<file path="config.mk">
export PLATFORM = sky130hd
export DESIGN_NAME = climate_relay_controller_top
export DESIGN_NICKNAME = d
export VERILOG_FILES = /design/src/rtl/core/clr_pkg.sv /design/src/rtl/core/climate_relay_controller_top.sv /design/src/rtl/core/clr_channel.sv
export SDC_FILE = /design/constraint.sdc
export NUM_CORES = 1
export LEC_CHECK = 0
export BUFFER_PORTS_ARGS = -buffer_cell sky130_fd_sc_hd__buf_2
export CELL_PAD_IN_SITES_DETAIL_PLACEMENT = 0
export CELL_PAD_IN_SITES_GLOBAL_PLACEMENT = 1
export CORE_MARGIN = 4
export CORE_UTILIZATION = 40
export DETAILED_ROUTE_END_ITERATION = 8
export PLACE_DENSITY = 0.79
export SETUP_SLACK_MARGIN = 0.4
export SYNTH_ARGS = -nofsm -noshare
export SYNTH_HDL_FRONTEND = slang
export SYNTH_SLANG_ARGS = --single-unit
</file>
<file path="constraint.sdc">
create_clock -name i_clk -period 4.9 [get_ports i_clk]
set_input_delay 0.98 -clock i_clk [delete_from_list [all_inputs] [get_ports i_clk]]
set_output_delay 0.98 -clock i_clk [all_outputs]
set_load 0.05 [all_outputs]
</file>
<file path="src/rtl/core/clr_pkg.sv">
// Shared types and constants for the climate relay controller.
// Holds the item layout, channel status, register codes and the condensation band rule.
// No dependencies.
`timescale 1ns / 1ps

package clr_pkg;

    localparam int NUM_CHANNELS = 4;
    localparam int NUM_PAIRS    = 2;
    localparam int CFG_IDX_W    = 3;
    localparam int CFG_DATA_W   = 12;

    localparam logic signed [11:0] COND_T_SET      = 12'sd50;
    localparam logic signed [11:0] COND_T_MID      = 12'sd250;
    localparam logic signed [11:0] COND_T_HIGH     = 12'sd380;
    localparam logic signed [11:0] COND_H_SET_MID  = 12'sd650;
    localparam logic signed [11:0] COND_H_SET_HIGH = 12'sd750;
    localparam logic signed [11:0] COND_H_CLEAR    = 12'sd500;

    localparam logic [7:0] FAULT_READS = 8'd10;

    localparam logic signed [15:0] RUN_MAX = 16'sh7FFF;
    localparam logic signed [15:0] RUN_MIN = 16'sh8000;

    typedef enum logic [CFG_IDX_W-1:0] {
        CFG_TEMP_WARM_MODE       = 3'd0,
        CFG_TEMP_ON_LEVEL        = 3'd1,
        CFG_TEMP_OFF_LEVEL       = 3'd2,
        CFG_HUM_ON_LEVEL         = 3'd3,
        CFG_HUM_OFF_LEVEL        = 3'd4,
        CFG_CONDENSATION_ENABLE  = 3'd5,
        CFG_LOAD_OK_LEVEL        = 3'd6,
        CFG_SECOND_ALARM_DISABLE = 3'd7
    } t_cfg_idx;

    typedef struct packed {
        logic signed [11:0] temp_a;
        logic signed [11:0] hum_a;
        logic signed [11:0] temp_b;
        logic signed [11:0] hum_b;
        logic [9:0]         load_a_temp;
        logic [9:0]         load_a_hum;
        logic [9:0]         load_b_temp;
        logic [9:0]         load_b_hum;
        logic [7:0]         bad_reads_a;
        logic [7:0]         bad_reads_b;
        logic               toggle_manual;
        logic               blink_phase;
    } t_item;

    typedef struct packed {
        logic on;
        logic alarm;
    } t_chan_status;

    function automatic logic cond_next(logic signed [11:0] t, logic signed [11:0] h,
                                       logic cur);
        logic n;
        n = cur;
        if (t <= COND_T_SET) begin
            n = 1'b1;
        end else if (t <= COND_T_MID) begin
            if (h >= COND_H_SET_MID) n = 1'b1;
            else if (h <= COND_H_CLEAR) n = 1'b0;
        end else if (t <= COND_T_HIGH) begin
            if (h >= COND_H_SET_HIGH) n = 1'b1;
            else if (h <= COND_H_CLEAR) n = 1'b0;
        end else begin
            n = 1'b0;
        end
        return n;
    endfunction

endpackage

</file>
<file path="src/rtl/core/climate_relay_controller_top.sv">
// Top level of the climate relay controller: input register, tick evaluation, result register.
// Depends on clr_pkg and clr_channel.
`timescale 1ns / 1ps

// Takes one control tick per clock cycle while the output side does not stall and returns
// one result beat per tick; each tick passes through the input register and then the result
// register, and the state (manual mode, condensation flags, channel states, run counters)
// is updated as a tick moves from the input register into the result register.
// Configuration writes are always taken and must only be issued while no tick is in flight.
module climate_relay_controller_top #(
    parameter int TICKS_PER_SECOND = 50,
    parameter int BAD_READ_LIMIT   = 3
) (
    input  logic                              i_clk,
    input  logic                              i_rst_n,
    input  logic                              i_cfg_valid,
    output logic                              o_cfg_ready,
    input  logic [clr_pkg::CFG_IDX_W-1:0]     i_cfg_index,
    input  logic [clr_pkg::CFG_DATA_W-1:0]    i_cfg_data,
    input  logic                              i_in_valid,
    output logic                              o_in_ready,
    input  logic signed [11:0]                i_temp_a,
    input  logic signed [11:0]                i_hum_a,
    input  logic signed [11:0]                i_temp_b,
    input  logic signed [11:0]                i_hum_b,
    input  logic [9:0]                        i_load_a_temp,
    input  logic [9:0]                        i_load_a_hum,
    input  logic [9:0]                        i_load_b_temp,
    input  logic [9:0]                        i_load_b_hum,
    input  logic [7:0]                        i_bad_reads_a,
    input  logic [7:0]                        i_bad_reads_b,
    input  logic                              i_toggle_manual,
    input  logic                              i_blink_phase,
    output logic                              o_out_valid,
    input  logic                              i_out_ready,
    output logic [3:0]                        o_relays,
    output logic [3:0]                        o_leds,
    output logic [3:0]                        o_load_alarms,
    output logic                              o_summary_alarm,
    output logic                              o_manual_active
);
    import clr_pkg::*;

    localparam int         ALARM_TICKS = 3 * TICKS_PER_SECOND;
    localparam logic [7:0] BAD_LIMIT   = 8'(BAD_READ_LIMIT);

    logic               r_warm, r_cond_en, r_dis2;
    logic signed [11:0] r_ton, r_toff, r_hon, r_hoff;
    logic [9:0]         r_load_ok;

    logic               r_in_valid;
    t_item              r_in;
    logic               advance;

    logic               r_manual, n_manual;
    logic [NUM_PAIRS-1:0] r_cond, n_cond;

    logic signed [11:0] val    [NUM_CHANNELS];
    logic [9:0]         load   [NUM_CHANNELS];
    logic [7:0]         bad    [NUM_PAIRS];
    t_chan_status       status [NUM_CHANNELS];

    logic [3:0]         n_relays, n_leds, n_alarms;
    logic               n_summary;

    logic               r_out_valid;
    logic [3:0]         r_relays, r_leds, r_alarms;
    logic               r_summary, r_manual_out;

    // configuration
    assign o_cfg_ready = 1'b1;

    always_ff @(posedge i_clk) begin
        if (!i_rst_n) begin
            r_warm    <= 1'b0;
            r_ton     <= 12'sd700;
            r_toff    <= 12'sd300;
            r_hon     <= 12'sd800;
            r_hoff    <= 12'sd400;
            r_cond_en <= 1'b0;
            r_load_ok <= 10'd512;
            r_dis2    <= 1'b0;
        end else if (i_cfg_valid) begin
            unique case (t_cfg_idx'(i_cfg_index))
                CFG_TEMP_WARM_MODE:       r_warm    <= i_cfg_data[0];
                CFG_TEMP_ON_LEVEL:        r_ton     <= i_cfg_data;
                CFG_TEMP_OFF_LEVEL:       r_toff    <= i_cfg_data;
                CFG_HUM_ON_LEVEL:         r_hon     <= i_cfg_data;
                CFG_HUM_OFF_LEVEL:        r_hoff    <= i_cfg_data;
                CFG_CONDENSATION_ENABLE:  r_cond_en <= i_cfg_data[0];
                CFG_LOAD_OK_LEVEL:        r_load_ok <= i_cfg_data[9:0];
                CFG_SECOND_ALARM_DISABLE: r_dis2    <= i_cfg_data[0];
                default: ;
            endcase
        end
    end

    // input register
    assign advance    = r_in_valid && (!r_out_valid || i_out_ready);
    assign o_in_ready = !r_in_valid || advance;

    always_ff @(posedge i_clk) begin
        if (!i_rst_n) begin
            r_in_valid <= 1'b0;
        end else if (o_in_ready) begin
            r_in_valid <= i_in_valid;
        end
    end

    always_ff @(posedge i_clk) begin
        if (i_in_valid && o_in_ready) begin
            r_in.temp_a        <= i_temp_a;
            r_in.hum_a         <= i_hum_a;
            r_in.temp_b        <= i_temp_b;
            r_in.hum_b         <= i_hum_b;
            r_in.load_a_temp   <= i_load_a_temp;
            r_in.load_a_hum    <= i_load_a_hum;
            r_in.load_b_temp   <= i_load_b_temp;
            r_in.load_b_hum    <= i_load_b_hum;
            r_in.bad_reads_a   <= i_bad_reads_a;
            r_in.bad_reads_b   <= i_bad_reads_b;
            r_in.toggle_manual <= i_toggle_manual;
            r_in.blink_phase   <= i_blink_phase;
        end
    end

    // tick evaluation
    always_comb begin
        val[0]  = r_in.temp_a;
        val[1]  = r_in.hum_a;
        val[2]  = r_in.temp_b;
        val[3]  = r_in.hum_b;
        load[0] = r_in.load_a_temp;
        load[1] = r_in.load_a_hum;
        load[2] = r_in.load_b_temp;
        load[3] = r_in.load_b_hum;
        bad[0]  = r_in.bad_reads_a;
        bad[1]  = r_in.bad_reads_b;
        n_manual  = r_manual ^ r_in.toggle_manual;
        n_cond[0] = cond_next(r_in.temp_a, r_in.hum_a, r_cond[0]);
        n_cond[1] = cond_next(r_in.temp_b, r_in.hum_b, r_cond[1]);
    end

    for (genvar k = 0; k < NUM_CHANNELS; k++) begin : g_chan
        localparam bit IS_TEMP = (k % 2) == 0;

        clr_channel #(
            .ALARM_TICKS (ALARM_TICKS)
        ) u_chan (
            .i_clk       (i_clk),
            .i_rst_n     (i_rst_n),
            .i_advance   (advance),
            .i_value     (val[k]),
            .i_on_level  (IS_TEMP ? r_ton  : r_hon),
            .i_off_level (IS_TEMP ? r_toff : r_hoff),
            .i_warm      (IS_TEMP ? r_warm : 1'b0),
            .i_force     ((n_cond[k/2] && r_cond_en) || n_manual),
            .i_load      (load[k]),
            .i_load_ok   (r_load_ok),
            .o_status    (status[k])
        );

        always_comb begin
            n_relays[k] = ((bad[k/2] <= BAD_LIMIT) && status[k].on) || n_manual;
            n_alarms[k] = status[k].alarm;
            n_leds[k]   = n_relays[k] && !(status[k].alarm && r_in.blink_phase);
        end
    end

    assign n_summary = (bad[0] > FAULT_READS) || (|n_alarms[1:0]) ||
                       (!r_dis2 && ((bad[1] > FAULT_READS) || (|n_alarms[3:2])));

    always_ff @(posedge i_clk) begin
        if (!i_rst_n) begin
            r_manual <= 1'b0;
            r_cond   <= '0;
        end else if (advance) begin
            r_manual <= n_manual;
            r_cond   <= n_cond;
        end
    end

    // result register
    always_ff @(posedge i_clk) begin
        if (!i_rst_n) begin
            r_out_valid <= 1'b0;
        end else if (advance) begin
            r_out_valid <= 1'b1;
        end else if (i_out_ready) begin
            r_out_valid <= 1'b0;
        end
    end

    always_ff @(posedge i_clk) begin
        if (advance) begin
            r_relays     <= n_relays;
            r_leds       <= n_leds;
            r_alarms     <= n_alarms;
            r_summary    <= n_summary;
            r_manual_out <= n_manual;
        end
    end

    assign o_out_valid     = r_out_valid;
    assign o_relays        = r_relays;
    assign o_leds          = r_leds;
    assign o_load_alarms   = r_alarms;
    assign o_summary_alarm = r_summary;
    assign o_manual_active = r_manual_out;

    a_manual_relays: assert property (@(posedge i_clk) disable iff (!i_rst_n)
        o_out_valid && o_manual_active |-> o_relays == 4'hF)
        else $error("manual mode beat without all relays on");

    a_leds_follow_relays: assert property (@(posedge i_clk) disable iff (!i_rst_n)
        o_out_valid |-> (o_leds & ~o_relays) == 4'h0)
        else $error("LED lit on a channel whose relay is off");

    a_pair_a_summary: assert property (@(posedge i_clk) disable iff (!i_rst_n)
        o_out_valid && (o_load_alarms[1:0] != 2'b00) |-> o_summary_alarm)
        else $error("first pair load alarm without summary alarm");

    a_hold_stalled_tick: assert property (@(posedge i_clk) disable iff (!i_rst_n)
        r_in_valid && !advance |=> r_in_valid && $stable(r_in))
        else $error("stalled tick lost from the input register");

endmodule

</file>
<file path="src/rtl/core/clr_channel.sv">
// One relay channel: hysteresis on/off state, saturating run counter and load alarm.
// Depends on clr_pkg.
`timescale 1ns / 1ps

module clr_channel #(
    parameter int ALARM_TICKS = 150
) (
    input  logic                      i_clk,
    input  logic                      i_rst_n,
    input  logic                      i_advance,
    input  logic signed [11:0]        i_value,
    input  logic signed [11:0]        i_on_level,
    input  logic signed [11:0]        i_off_level,
    input  logic                      i_warm,
    input  logic                      i_force,
    input  logic [9:0]                i_load,
    input  logic [9:0]                i_load_ok,
    output clr_pkg::t_chan_status     o_status
);
    import clr_pkg::*;

    localparam logic signed [15:0] ALARM_LEVEL = 16'(ALARM_TICKS);

    logic               r_on, n_on;
    logic signed [15:0] r_run, n_run;
    logic               on_c, off_c;

    always_comb begin
        on_c  = i_warm ? (i_value <= i_on_level)  : (i_value >= i_on_level);
        off_c = i_warm ? (i_value >= i_off_level) : (i_value <= i_off_level);
        n_on  = r_on;
        n_run = r_run;
        if (on_c || i_force) begin
            n_on = 1'b1;
            if (r_run != RUN_MAX) n_run = r_run + 16'sd1;
        end else if (off_c) begin
            n_on = 1'b0;
            if (r_run != RUN_MIN) n_run = r_run - 16'sd1;
        end
    end

    assign o_status.on    = n_on;
    assign o_status.alarm = (n_run > ALARM_LEVEL) && (i_load > i_load_ok);

    always_ff @(posedge i_clk) begin
        if (!i_rst_n) begin
            r_on  <= 1'b0;
            r_run <= '0;
        end else if (i_advance) begin
            r_on  <= n_on;
            r_run <= n_run;
        end
    end

endmodule

</file>
== Word level (Yosys, flattened, before mapping) ==
Cells that the tools add are included.

* Register bits: 254
* Logic and storage cells: 194
* Output and inout port bits: 17

* Bitwise gates (word level): 1
* $lt $le $gt $ge: 36
* Equal/unequal tests: 15
* Add/sub/neg operators: 8
* Multiplexer cells: 42
* Reduce and logical (&&, ||, !) cells: 55

{| class="wikitable"
|+ Operators by type and width
! cell !! count
|-
| 16-bit two-way mux || 16
|-
| 16-bit inequality test, second input constant || 8
|-
| 12-bit greater-or-equal comparator || 6
|-
| 12-bit <= comparator || 6
|-
| 16-bit by 2-bit adder with 16-bit output, second input constant || 4
|-
| 16-bit by 9-bit > comparator with 1-bit output, second input constant || 4
|-
| 16-bit by 2-bit subtractor with 16-bit output, second input constant || 4
|-
| 12-bit by 11-bit greater-or-equal comparator with 1-bit output, second input constant || 4
|-
| 12-bit by 10-bit <= comparator with 1-bit output, second input constant || 4
|-
| 10-bit > comparator || 4
|-
| 1-bit two-way mux || 26
|-
| 12-bit by 7-bit <= comparator with 1-bit output, second input constant || 2
|-
| 12-bit by 9-bit <= comparator with 1-bit output, second input constant || 2
|-
| 1-bit logical AND || 21
|-
| 8-bit by 4-bit > comparator with 1-bit output, second input constant || 2
|-
| 8-bit by 2-bit <= comparator with 1-bit output, second input constant || 2
|-
| 2-bit AND reduction || 8
|-
| 1-bit logical OR || 15
|-
| 3-bit equality test, second input constant || 4
|-
| 1-bit zero test || 7
|-
| 3-bit by 2-bit equality test with 1-bit output, second input constant || 2
|-
| 2-bit OR reduction || 2
|-
| 3-bit by 1-bit equality test with 1-bit output, second input constant || 1
|-
| 3-bit zero test || 1
|-
| 2 further kinds || 2
|}

== Depth between registers and ports, before layout ==
* Depth after elaboration: 16
* Mapped depth: 17
* Mapped depth without buffers: 14

== Modules after synthesis ==
A second synthesis with hierarchy kept.

* Cell total of the unflattened synthesis: 1896
* Area total of the unflattened synthesis: 16625.9 µm²

{| class="wikitable"
|+ Modules (own cells, without submodules)
! module !! area each (µm²) !! cells an instance !! sequential area each (µm²) !! instances
|-
| clr_channel at g_chan[0].u_chan ... || 2441.1 || 340 || 340.3 || 3
|-
| climate_relay_controller_top || 6668.9 || 509 || 4924.7 || 1
|-
| clr_channel at g_chan[3].u_chan || 2633.8 || 367 || 340.3 || 1
|}

== Worst setup path before layout ==
Ideal clock, no wire load.

* Path type: input to register
* From: in i_out_ready
* To: reg r_in (netlist bit bad[0]), enable pin
* Path slack: 0.490 ns
* Stages: 3
* Buffers on the path: 0
* Library setup time: 0.477 ns
* Arrival time: 3.934 ns
* Cells stage by stage: nor2b_1 > nand2_1 > and2_1

* Cells in the longest elaborated chain, start to end: 4

{| class="wikitable"
|+ RTL lines
! element !! line !! text
|-
| from (decl) || climate_relay_controller_top.sv:35 || <nowiki>input logic i_out_ready,</nowiki>
|-
| 1-bit logical OR || climate_relay_controller_top.sv:99 || <nowiki>assign advance = r_in_valid && (!r_out_valid || i_out_ready);</nowiki>
|-
| 1-bit logical AND || climate_relay_controller_top.sv:99 ||
|-
| 1-bit logical OR || climate_relay_controller_top.sv:100 || <nowiki>assign o_in_ready = !r_in_valid || advance;</nowiki>
|-
| named net o_in_ready || climate_relay_controller_top.sv:21 || <nowiki>output logic o_in_ready,</nowiki>
|-
| 1-bit logical AND || climate_relay_controller_top.sv:111 || <nowiki>if (i_in_valid && o_in_ready) begin</nowiki>
|-
| to (decl) || climate_relay_controller_top.sv:52 || <nowiki>t_item r_in;</nowiki>
|}

The timed path passes the listed nets, and every way through them passes these cells.
A chain may end at the register's enable or synchronous reset.

== Worst setup path after layout ==
* From: reg r_in[79] (netlist name)
* To: reg r_summary, in the netlist o_summary_alarm (data pin)

* Cells in the longest elaborated chain, start to end: 14
* Elaborated cells between the ends (all ways): 27
* Classes of those cells: 9 x order compare; 8 x mux; 10 x reduce/logical

{| class="wikitable"
|+ RTL lines
! element !! line !! text
|-
| 12-bit by 10-bit <= comparator with 1-bit output || clr_pkg.sv:65 || <nowiki>end else if (t <= COND_T_HIGH) begin</nowiki>
|-
| 1-bit two-way mux || clr_pkg.sv:65 ||
|-
| 1-bit two-way mux || clr_pkg.sv:62 || <nowiki>end else if (t <= COND_T_MID) begin</nowiki>
|-
| 1-bit two-way mux || clr_pkg.sv:60 || <nowiki>if (t <= COND_T_SET) begin</nowiki>
|-
| 1-bit logical AND || climate_relay_controller_top.sv:157 || <nowiki>.i_force ((n_cond[k/2] && r_cond_en) || n_manual),</nowiki>
|-
| 1-bit logical OR || climate_relay_controller_top.sv:157 ||
|-
| 1-bit logical OR || clr_channel.sv:33 || <nowiki>if (on_c || i_force) begin</nowiki>
|-
| 16-bit two-way mux || clr_channel.sv:33 ||
|-
| 16-bit by 9-bit > comparator with 1-bit output || clr_channel.sv:43 || <nowiki>assign o_status.alarm = (n_run > ALARM_LEVEL) && (i_load > i_load_ok);</nowiki>
|-
| 1-bit logical AND || clr_channel.sv:43 ||
|-
| 2-bit OR reduction (*) || climate_relay_controller_top.sv:171 || <nowiki>(!r_dis2 && ((bad[1] > FAULT_READS) || (|n_alarms[3:2])));</nowiki>
|-
| 1-bit logical OR (*) || climate_relay_controller_top.sv:171 ||
|-
| 1-bit logical AND (*) || climate_relay_controller_top.sv:171 ||
|-
| 1-bit logical OR (*) || climate_relay_controller_top.sv:170 || <nowiki>assign n_summary = (bad[0] > FAULT_READS) || (|n_alarms[1:0]) ||</nowiki>
|-
| named net n_summary || climate_relay_controller_top.sv:64 || <nowiki>logic n_summary;</nowiki>
|-
| to (signal assigned) || climate_relay_controller_top.sv:199 || <nowiki>r_summary <= n_summary;</nowiki>
|-
| to (decl) || climate_relay_controller_top.sv:68 || <nowiki>logic r_summary, r_manual_out;</nowiki>
|}

The timed path passes the listed nets; every way through them passes the cells marked *.

==> impl_metrics.csv <==
group,metric,value,unit
clock_tree,numCtsBuffers,29,
critical_path,arrival,4.61,ns
power,power.leakage,0.00715,uW
power,p_seq_frac,0.424,
power,power,5750,uW
finish,drive_above_1_share,0.145,
logic_synthesis,synth_top_cell_by_area,"edfxtp_1",
die,die_y,208,um
routing,ant_nets,0,
finish,instances_no_fill,2415,
critical_path,r2r_start,"r_in[79]",
logic_synthesis,async_flop_share,0,
critical_path,crit_required,5.20,ns
logic_synthesis,synth_seq_cells,254,
global_route,antenna_found_initial,3,
sta,max_clock_freq,232,MHz
finish,area_growth,15.1,%
critical_path,setup.worst_path.start_class,"register",
global_route,grt_max_degree,107,
routing,wirelength,44800,um
finish,final_cell_mix,"nand2_1 (199), ha_1 (144), buf_2 (140), dfxtp_1 (134), edfxtp_1 (120)",
sta,finalHoldViolCount,0,
logic_synthesis,netlist.area_leader.share,0.226,
clock_tree,hold_buffers,0,
critical_path,crit_start,"r_in[79]",
logic_synthesis,syn_area,15900,um2
power,max-vdd-ir-drop,0.285,mV
global_route,grt_use_total,0.200,
global_route,use_met3,0.0319,
clock_tree,clockBufferDepth,3,
die,dieArea,43100,um2
clock_tree,tritoncts,"done",
placement,hpwlAfterDp,33400,um
power,net-switching-power,1620,uW
sta,setup_viol,0,
critical_path,r2r_cells,14,
global_route,grt_overflow_total,0,
finish,layout_commonest_cell,"nand2_1",
sta,slew_violations,0,
routing,drcViolationCount,0,
logic_synthesis,synth_enable_flop_cells,120,
logic_synthesis,synth_cell_types,95,
routing,drt-vias-per-instance,5.65,
die,top_level_ports,143,
logic_synthesis,syn_area_per_cell,9.11,um2
routing,first_iter_violations,940,
sta,whs,0.464,ns
power,pwr-share-clk,0.390,
critical_path,critPathMaxStageDelay,0.50,ns
placement,gp_congestion,0.928,
die,num_rows,72,
clock_tree,worstSkewPairLatency,0.56,ns
job,maxCapViolations,0,
power,pwr-share-comb,0.186,
sta,fin_tns_setup,0,ns
critical_path,r2r_slack,0.60,ns
sta,fin_crit_sh,0.878,
critical_path,rr_endpoint,"o_summary_alarm",
sta,fin_skew,0.0117,ns
routing,routedWlPerCell,18.5,um
power,p_per_area,314,nW/um2
critical_path,cp_cell_sequence,"ha_1, a211oi_1, o21ai_0, a221oi_2, mux2_4, o211a_4, nand4_1, or3_1, o311ai_0, nand4b_1, nor4_1, buf_4, o211ai_1, a2111o_1",
logic_synthesis,ys_seq_area_frac,0.394,
die,core_region_area,39000,um2
power,p_int,4130,uW
logic_synthesis,synth_nets,2019,
critical_path,setup.worst_path.class,"register to register",
die,die_w,208,um
critical_path,path_max_fanout,11,
sta,min_period,4.30,ns
clock_tree,cts_num_sinks,254,
logic_synthesis,synth.area.top_cells,"edfxtp_1 (23%), dfxtp_1 (17%), ha_1 (11%)",
critical_path,critPathSlowestCell,"edfxtp_1",
global_route,met2_usage,0.326,
global_route,grt-busiest-layer,"met2",
global_route,grt_pass1_wl,71200,um
sta,maxSlewHeadroom,0.391,
power,power_switching_share,0.282,
routing,num_vias,13700,
global_route,grt_pass1_vias,13000,
clock_tree,htreeDepth,1,
die,initial_utilization,0.409,
routing,first_pass_iters,6,
clock_tree,root_buffer,"clkbuf_16",
logic_synthesis,yosys_warnings,0,
logic_synthesis,syn_inst,1749,
logic_synthesis,ys.flop_type,"dfxtp_1",
clock_tree,clk_pin_slew_worst_paths,0.06,ns
outcome,status,"finished, final reports clean",
finish,finish.net_count,2145,
sta,rsz0062_at_grt,"no",
critical_path,cp-end-kind,"register",
worst_hold_path,hold_path_class,"register to register",
critical_path,worstSetupEndpoint,"o_summary_alarm",
placement,portBuffers,141,
global_route,use_met1,0.276,
sta,worstMarginPinSlew,0.913,ns
placement,dp.cells,2351,
how the worst min path moves through the flow:
stage               start    endpoint  slack (ns)  cells past startpoint
3_5_place_dp     r_ton[8]    r_ton[8]        0.46                      2
3_3_place_gp   r_hoff[11]  r_hoff[11]        0.45                      2
2_1_floorplan  r_toff[10]  r_toff[10]        0.44                      2
6_report         r_ton[1]    r_ton[1]        0.46                      2
5_1_grt         r_hoff[1]   r_hoff[1]        0.49                      2
4_1_cts          r_ton[8]    r_ton[8]        0.47                      2
logic make-up after synthesis:
logic type / count (synthesis) / share of synthesized area
XOR/XNOR: 57 / 0.0318
other: 1 / 0.000235
multiplexers: 15 / 0.0104
flip-flops: 254 / 0.394
buffers and inverters: 181 / 0.0466
AND/OR/NAND/NOR: 652 / 0.212
adder cells (fa/ha/maj): 144 / 0.113
AO/OA/AOI/OAI: 445 / 0.191
cells in the mapped netlist (6+ instances only):
master and number:
o21ai_0 100, and3_1 34, a31oi_1 15, a311oi_1 6, nand4_1 42, or2_2 6, a21o_1 15, o211ai_1 34
a21oi_1 64, dfxtp_1 134, nor3_1 47, ha_1 144, and4_1 10, o22ai_1 8, o41ai_1 6, a211o_1 8
mux2i_1 11, a211oi_1 23, xor2_1 18, buf_2 6, nor2_1 86, inv_1 101, o211a_1 9, edfxtp_1 120
and2_1 32, a31o_2 6, o31ai_1 15, nand2_1 199, nor4_1 27, nand3_1 55, buf_6 6, a22oi_1 6
xnor2_1 38, nor2b_1 26, nand2b_1 11, or3_1 34, or4_1 9, o21a_1 12, nor3b_1 6, clkbuf_1 62
a21boi_0 70
worst max-delay path: cells and delay by family, from the launching register on:
family	cells	cell delay [ns]
AOI/OAI and AO/OA	7	1.74
and+or+nand+nor	4	1.01
DFF	1	0.50
adders and majority gates	1	0.34
muxes	1	0.27
buffers and inverters	1	0.19
power groups by stage:
stage | Combinational, uW | Clock (uW) | Sequential, uW
after global routing | 1190 | 2400 | 2450
after floorplan | 698 | 0 | 2470
after CTS | 1030 | 2310 | 2440
after detailed placement | 1020 | 0 | 2480
final | 1070 | 2250 | 2440
after global placement | 1010 | 0 | 2480
through the flow:
stage / util / setup WS, ns / cell area (um2)
4_1_cts: 0.465 / 0.431 / 18100
2_1_floorplan: - / 0.490 / 15900
5_1_grt: 0.470 / 0.384 / 18300
3_3_place_gp: 0.439 / 0.417 / 17100
6_report: 0.470 / 0.597 / 18300
3_5_place_dp: 0.439 / 0.348 / 17100
registers in the layout, indices dropped and copies added, names as in the netlist, 2 cells and up:
name and cells:
r_load_ok 10, o_leds 4, r_toff 12, bad 16, r_ton 12, r_hon 12
r_hoff 12, g_chan.u_chan.r_run 64, o_load_alarms 4, r_in 50, load 40, r_cond 2
g_chan.u_chan.r_on 4, o_relays 4
cell type report:
cell class	count	area, um2
Fill cell	3714	20700
Sequential cell	254	6290
Multi-Input combinational cell	1315	9060
Inverter	102	383
Timing Repair Buffer	173	973
Tap cell	518	648
Clock inverter	11	163
Antenna cell	1	2.50
Clock buffer	41	822
what timing repair did:
action	in CTS	in global routing
setup buffers	0	10
pin swaps	0	4
cloned	0	1
resized for setup	4	22
endpoints found under the setup margin	1	4
routing by layer:
metal,share of wire,wire length (um),vias to the layer above
met5,0.00031,14,-
met4,0.030,1340,4
met3,0.052,2350,76
met2,0.46,20500,326
met1,0.46,20600,6487
li1,-,-,6757
Note: power is estimated with default switching activity, not from simulation.
